[src/sv/wge_pkg.sv]
package wge_pkg;

    localparam int MAX_DIMS    = 4;
    localparam int MAX_SAMPLES = 1024;

    localparam int DIM_W   = (MAX_DIMS > 1) ? $clog2(MAX_DIMS) : 1;
    localparam int DCNT_W  = $clog2(MAX_DIMS + 1);
    localparam int SMP_W   = (MAX_SAMPLES > 1) ? $clog2(MAX_SAMPLES) : 1;
    localparam int NCNT_W  = $clog2(MAX_SAMPLES + 1);
    localparam int SDEPTH  = MAX_SAMPLES * MAX_DIMS;
    localparam int SADDR_W = $clog2(SDEPTH);

    localparam int VAL_W   = 32;
    localparam int RESP_W  = 17;
    localparam int WGT_W   = 17;
    localparam int MINV_W  = 31;
    localparam int DIMSR_W = 3;
    localparam int SMPR_W  = 11;
    localparam int ENT_W   = 48;
    localparam int ACC_W   = 64;
    localparam int DIVW    = NCNT_W + WGT_W;
    localparam int DCYC_W  = $clog2(ACC_W);
    localparam int IDX_W   = 2;
    localparam int CFG_W   = 31;
    localparam int CIDX_W  = 2;

    localparam logic [CIDX_W-1:0] CFG_DIMS    = 2'd0;
    localparam logic [CIDX_W-1:0] CFG_SAMPLES = 2'd1;
    localparam logic [CIDX_W-1:0] CFG_WEIGHT  = 2'd2;
    localparam logic [CIDX_W-1:0] CFG_MINVAR  = 2'd3;

    typedef struct packed {
        logic             wr_en;
        logic [SMP_W-1:0] wr_s;
        logic [DIM_W-1:0] wr_c;
        logic             issue;
        logic [SMP_W-1:0] k;
        logic [DIM_W-1:0] row;
        logic [DIM_W-1:0] col;
        logic             cov;
        logic             acc_clr;
        logic             div_start;
        logic             out_load;
        logic             last;
    } t_cmd;

    typedef struct packed {
        logic pipe_busy;
        logic div_done;
        logic out_free;
    } t_sts;

endpackage

[src/sv/wge_ctrl.sv]
module wge_ctrl (
    input  logic                         i_clk,
    input  logic                         i_rst_n,
    input  logic                         i_valid,
    output logic                         o_stall,
    input  logic                         i_cfg_wr,
    input  logic [wge_pkg::DCNT_W-1:0]   i_dims,
    input  logic [wge_pkg::NCNT_W-1:0]   i_samples,
    input  wge_pkg::t_sts                i_sts,
    output wge_pkg::t_cmd                o_cmd
);

    typedef enum logic [4:0] {
        S_LOAD  = 5'b00001,
        S_ISSUE = 5'b00010,
        S_DRAIN = 5'b00100,
        S_DIV   = 5'b01000,
        S_EMIT  = 5'b10000
    } t_state;

    t_state r_state, n_state;
    logic [wge_pkg::SMP_W-1:0] r_s, n_s, r_k, n_k;
    logic [wge_pkg::DIM_W-1:0] r_c, n_c, r_i, n_i, r_j, n_j;
    logic r_cov, n_cov;
    logic accept, c_last, s_last, k_last, i_last, j_last;

    assign accept = i_valid && (r_state == S_LOAD);
    assign o_stall = (r_state != S_LOAD);

    assign c_last = (wge_pkg::DCNT_W'(r_c) == i_dims - wge_pkg::DCNT_W'(1));
    assign s_last = (wge_pkg::NCNT_W'(r_s) == i_samples - wge_pkg::NCNT_W'(1));
    assign k_last = (wge_pkg::NCNT_W'(r_k) == i_samples - wge_pkg::NCNT_W'(1));
    assign i_last = (wge_pkg::DCNT_W'(r_i) == i_dims - wge_pkg::DCNT_W'(1));
    assign j_last = (wge_pkg::DCNT_W'(r_j) == i_dims - wge_pkg::DCNT_W'(1));

    always_comb begin
        n_state = r_state;
        n_s = r_s;
        n_c = r_c;
        n_k = r_k;
        n_i = r_i;
        n_j = r_j;
        n_cov = r_cov;
        o_cmd = '0;
        o_cmd.wr_s = r_s;
        o_cmd.wr_c = r_c;
        o_cmd.k = r_k;
        o_cmd.row = r_i;
        o_cmd.col = r_j;
        o_cmd.cov = r_cov;
        o_cmd.last = r_cov && i_last && j_last;
        case (r_state)
            S_LOAD: begin
                if (i_cfg_wr) begin
                    n_s = '0;
                    n_c = '0;
                end else if (accept) begin
                    o_cmd.wr_en = 1'b1;
                    if (c_last) begin
                        n_c = '0;
                        if (s_last) begin
                            n_s = '0;
                            n_k = '0;
                            n_i = '0;
                            n_j = '0;
                            n_cov = 1'b0;
                            n_state = S_ISSUE;
                        end else begin
                            n_s = r_s + 1'b1;
                        end
                    end else begin
                        n_c = r_c + 1'b1;
                    end
                end
            end
            S_ISSUE: begin
                o_cmd.issue = 1'b1;
                o_cmd.acc_clr = (r_k == '0);
                if (k_last) begin
                    n_state = S_DRAIN;
                end else begin
                    n_k = r_k + 1'b1;
                end
            end
            S_DRAIN: begin
                if (!i_sts.pipe_busy) begin
                    o_cmd.div_start = 1'b1;
                    n_state = S_DIV;
                end
            end
            S_DIV: begin
                if (i_sts.div_done) begin
                    n_state = S_EMIT;
                end
            end
            S_EMIT: begin
                if (i_sts.out_free) begin
                    o_cmd.out_load = 1'b1;
                    n_k = '0;
                    n_state = S_ISSUE;
                    if (!r_cov) begin
                        if (i_last) begin
                            n_cov = 1'b1;
                            n_i = '0;
                            n_j = '0;
                        end else begin
                            n_i = r_i + 1'b1;
                        end
                    end else if (j_last) begin
                        n_j = '0;
                        if (i_last) begin
                            n_i = '0;
                            n_state = S_LOAD;
                        end else begin
                            n_i = r_i + 1'b1;
                        end
                    end else begin
                        n_j = r_j + 1'b1;
                    end
                end
            end
            default: begin
                n_state = S_LOAD;
            end
        endcase
    end

    always_ff @(posedge i_clk) begin
        if (!i_rst_n) begin
            r_state <= S_LOAD;
            r_s <= '0;
            r_c <= '0;
            r_k <= '0;
            r_i <= '0;
            r_j <= '0;
            r_cov <= 1'b0;
        end else begin
            r_state <= n_state;
            r_s <= n_s;
            r_c <= n_c;
            r_k <= n_k;
            r_i <= n_i;
            r_j <= n_j;
            r_cov <= n_cov;
        end
    end

endmodule

[config.mk]
export PLATFORM = sky130hd
export DESIGN_NAME = wge_ctrl
export DESIGN_NICKNAME = d
export VERILOG_FILES = /design/src/sv/wge_pkg.sv /design/src/sv/wge_ctrl.sv
export SDC_FILE = /design/constraint.sdc
export NUM_CORES = 1
export LEC_CHECK = 0
export BUFFER_PORTS_ARGS = -buffer_cell sky130_fd_sc_hd__buf_2
export CAP_MARGIN = 20
export CORE_MARGIN = 2
export CORE_UTILIZATION = 40
export DETAILED_ROUTE_END_ITERATION = 10
export MAX_ROUTING_LAYER = met4
export PLACE_DENSITY = 0.69
export SLEW_MARGIN = 20
export SYNTH_ARGS = -nofsm -noshare
export SYNTH_HDL_FRONTEND = slang
export SYNTH_SLANG_ARGS = --single-unit
[constraint.sdc]
create_clock -name i_clk -period 3.4 [get_ports i_clk]
set_input_delay 0.17 -clock i_clk [delete_from_list [all_inputs] [get_ports i_clk]]
set_output_delay 0.17 -clock i_clk [all_outputs]
set_load 0.02 [all_outputs]
==> summary.txt <==
Floorplan
  • Die area: 0.00729 mm2
  • # rows: 29
  • Initial Util: 41.5%
  • Core ar.: 0.00639 mm2
  • Die X: 85.4 um
  • Die Span Y: 85.4 um
  • I/O pin total: 55

Pwr
  • Comb power frac: 16.1%
  • Clock power share: 41.3%
  • LEAKAGE: 1.24 nW
  • Power after layout: 896 uW
  • Cell Int Power: 654 uW
  • P per Cell Area: 293 mW/mm2
  • Seq pwr share: 42.6%
  • Switch share: 26.9%
  • Switch Pwr: 241 uW
  • Worst VDD drop: 0.185 mV

Clock network
  • Hold-fix buffers, CTS: 0
  • Post_cts resized: 0
  • Num CTS Buffers: 5
  • Clk slew on worst S/H paths: 70 ps
  • Post-CTS setup buffer count: 0
  • Worst-Skew Late Latency: 290 ps
  • H-Tree Depth: 2
  • CTS Buffer Depth: 2
  • CTS tree: yes
  • Root Driver: clkbuf_8
  • Sink Count: 32

Yosys
  • Synth cell types: 70
  • Warnings from Yosys: 0
  • Cells after synthesis: 334
  • Post-synth top cells: nor2_1 (40), dfxtp_1 (32), xnor2_1 (22)
  • Number of synthesized flops with an enable pin: 0
  • Top cell type by total area after synthesis: dfxtp_1
  • Mapped Area: 0.00265 mm2
  • Async S/R FF share, synth: 0%
  • Post-Syn Nets: 360
  • Top_reg_cell synth: dfxtp_1
  • Top-count cell post-synth: nor2_1
  • Sequential area share after synthesis: 24.2%
  • Post-synth top area share: 24.2%
  • Ranking of synthesized cells by area: dfxtp_1 (24%), xnor2_1 (7.3%), nor2_1 (5.7%), xor2_1 (5.0%), a21oi_1 (3.0%)
  • Syn_area_per_cell: 7.93 um2
  • Register bit count reported by yosys: 32

Route
  • Final ANT Viol Nets: 0
  • Iteration-0 DRC Markers: 261
  • Detailed-route via count: 2651
  • Vias per cell: 5.75
  • Wirelength per Cell: 15.3 um
  • Post-Route WL: 7070 um
  • DRT Pass-1 Iters: 4
  • DRC Markers: 0

Finish
  • Multi-input logic area: 0.00184 mm2
  • Fill count: 659
  • Final core occ: 47.9%
  • ANT cells: 0
  • Nets@finish: 409
  • Ratio of cells with drive above 1 in the final layout: 21.6%
  • P&R area growth vs syn: 15.6%
  • Flip-flop and latch area: 641 um2

Timing
  • Final min period: 3010 ps
  • Final Slew Violations: 0
  • Part of the cycle the worst path needs: 88.5%
  • Slew HR: 62.5%
  • Fmax: 332 MHz
  • Sum Neg Setup Slack: 0 ps
  • Least-Margin Pin Slew: 555 ps
  • Final Hold Violating Endpoints: 0
  • Unrepaired setup endpoints after global routing: false
  • Final setup skew: 3.23 ps
  • Setup violations, final: 0

GRT
  • Largest net degree at the start of global routing: 18
  • GRT overflow: 0
  • Initial antenna violation count: 0
  • First-pass GRT wire length: 11500 um
  • Number of global-route vias before repair: 2373
  • GRT Util Overall: 19.9%

Critical path
  • Crit. End Element: flip-flop
  • Worst setup path start: i_samples[0]
  • Setup crit start kind: primary input
  • CP Class: in -> reg
  • WP data required: 3630 ps
  • Worst r2r src: r_s[5]
  • CP max FO: 17
  • Critical path data arrival time: 3240 ps

Place
  • Port buffer count: 54
  • DP Wirelength: 5360 um
  • Gp weighted congestion: 0.840

Min path
  • Hold_sp: i_rst_n
  • Hold Path Class: in -> reg

Status
  • Status: finished clean

Run
  • Maxcap violations: 0
-- registers in the layout (all words and copies together), names as in the netlist --
name,flops
r_cov,1
r_s,10
r_c,2
r_i,2
r_k,10
r_j,2
r_state,5
-- through the flow --
| stage | hold slack (ps) | instances | setup slack, ps | instance area (um2) |
|---|---|---|---|---|
| 2_1_floorplan | 405 | 334 | 612 | 2650 |
| 3_3_place_gp | 521 | 453 | 193 | 2950 |
| 3_5_place_dp | 529 | 453 | 88.7 | 2950 |
| 4_1_cts | 226 | 461 | 372 | 3060 |
| 5_1_grt | 247 | 461 | 110 | 3060 |
| 6_report | 232 | 461 | 391 | 3060 |
-- worst max-delay path, stage by stage --
cell       delay (ps)
buf_2             140
inv_1              70
ha_1              210
or4b_1            620
nor2_2            220
xor2_1            120
a2111oi_0         420
and4b_1           320
a211oi_2           90
buf_4             200
or4_1             500
a21oi_1           140
-- layout by cell type (no fill, tap or decap), types with 4 or more instances in the layout --
master,instances
buf_4,7
nor2_1,40
nand2_1,16
or3_1,9
buf_2,54
or4_1,4
dfxtp_1,32
o211ai_1,6
nand2b_1,10
o21ai_1,5
nor3_1,12
nand4_1,4
xor2_1,15
inv_1,14
and3_1,4
o22ai_1,4
a21oi_1,16
ha_1,5
clkbuf_8,5
nor4_1,7
o21ai_0,13
nand3_1,9
o31ai_1,6
xnor2_1,22
-- layout make-up --
class	instances	share of cell area (%)
inverters	14	1.72
multi-input cells	269	60.1
flip-flops and latches	32	20.9
well taps	77	3.15
clock inverters	2	1.14
clock buffers	6	2.37
repair buffers	61	10.5
-- final timing paths --
check / endpoint / slack, ps / cells past startpoint
max reg2reg: r_k[9] / 450 / 8
min: r_state[0] / 230 / 2
min reg2reg: r_j[0] / 560 / 1
max: r_k[7] / 390 / 12
-- layer usage --
| metal | vias to the layer above | global-route usage [%] | wire length (um) |
|---|---|---|---|
| li1 | 1320 | - | - |
| met2 | 92 | 30.5 | 3280 |
| met1 | 1233 | 27.1 | 3350 |
| met5 | - | - | 0 |
| met3 | 6 | 4.57 | 402 |
| met4 | 0 | 3.32 | 40 |
-- power groups by stage --
stage	clock network (mW)	registers, mW	logic (mW)
floorplan	0	0.394	0.0955
CTS	0.374	0.382	0.143
global route	0.390	0.382	0.159
global placement	0	0.390	0.139
finish	0.370	0.382	0.144
detailed placement	0	0.390	0.143
-- kinds of logic (layout without fill, tap and decap cells) --
kind of cell | after synthesis | after routing | synth area share [%]
AOI/OAI and AO/OA | 79 | 79 | 21.1
xor gates and xnor gates | 39 | 39 | 14.0
adders and majority gates | 5 | 5 | 2.36
buffers and inverters | 33 | 83 | 6.29
DFF | 32 | 32 | 24.2
muxes | 3 | 3 | 1.18
and+or+nand+nor | 143 | 143 | 30.9
Power figures use the tool's default switching activity.
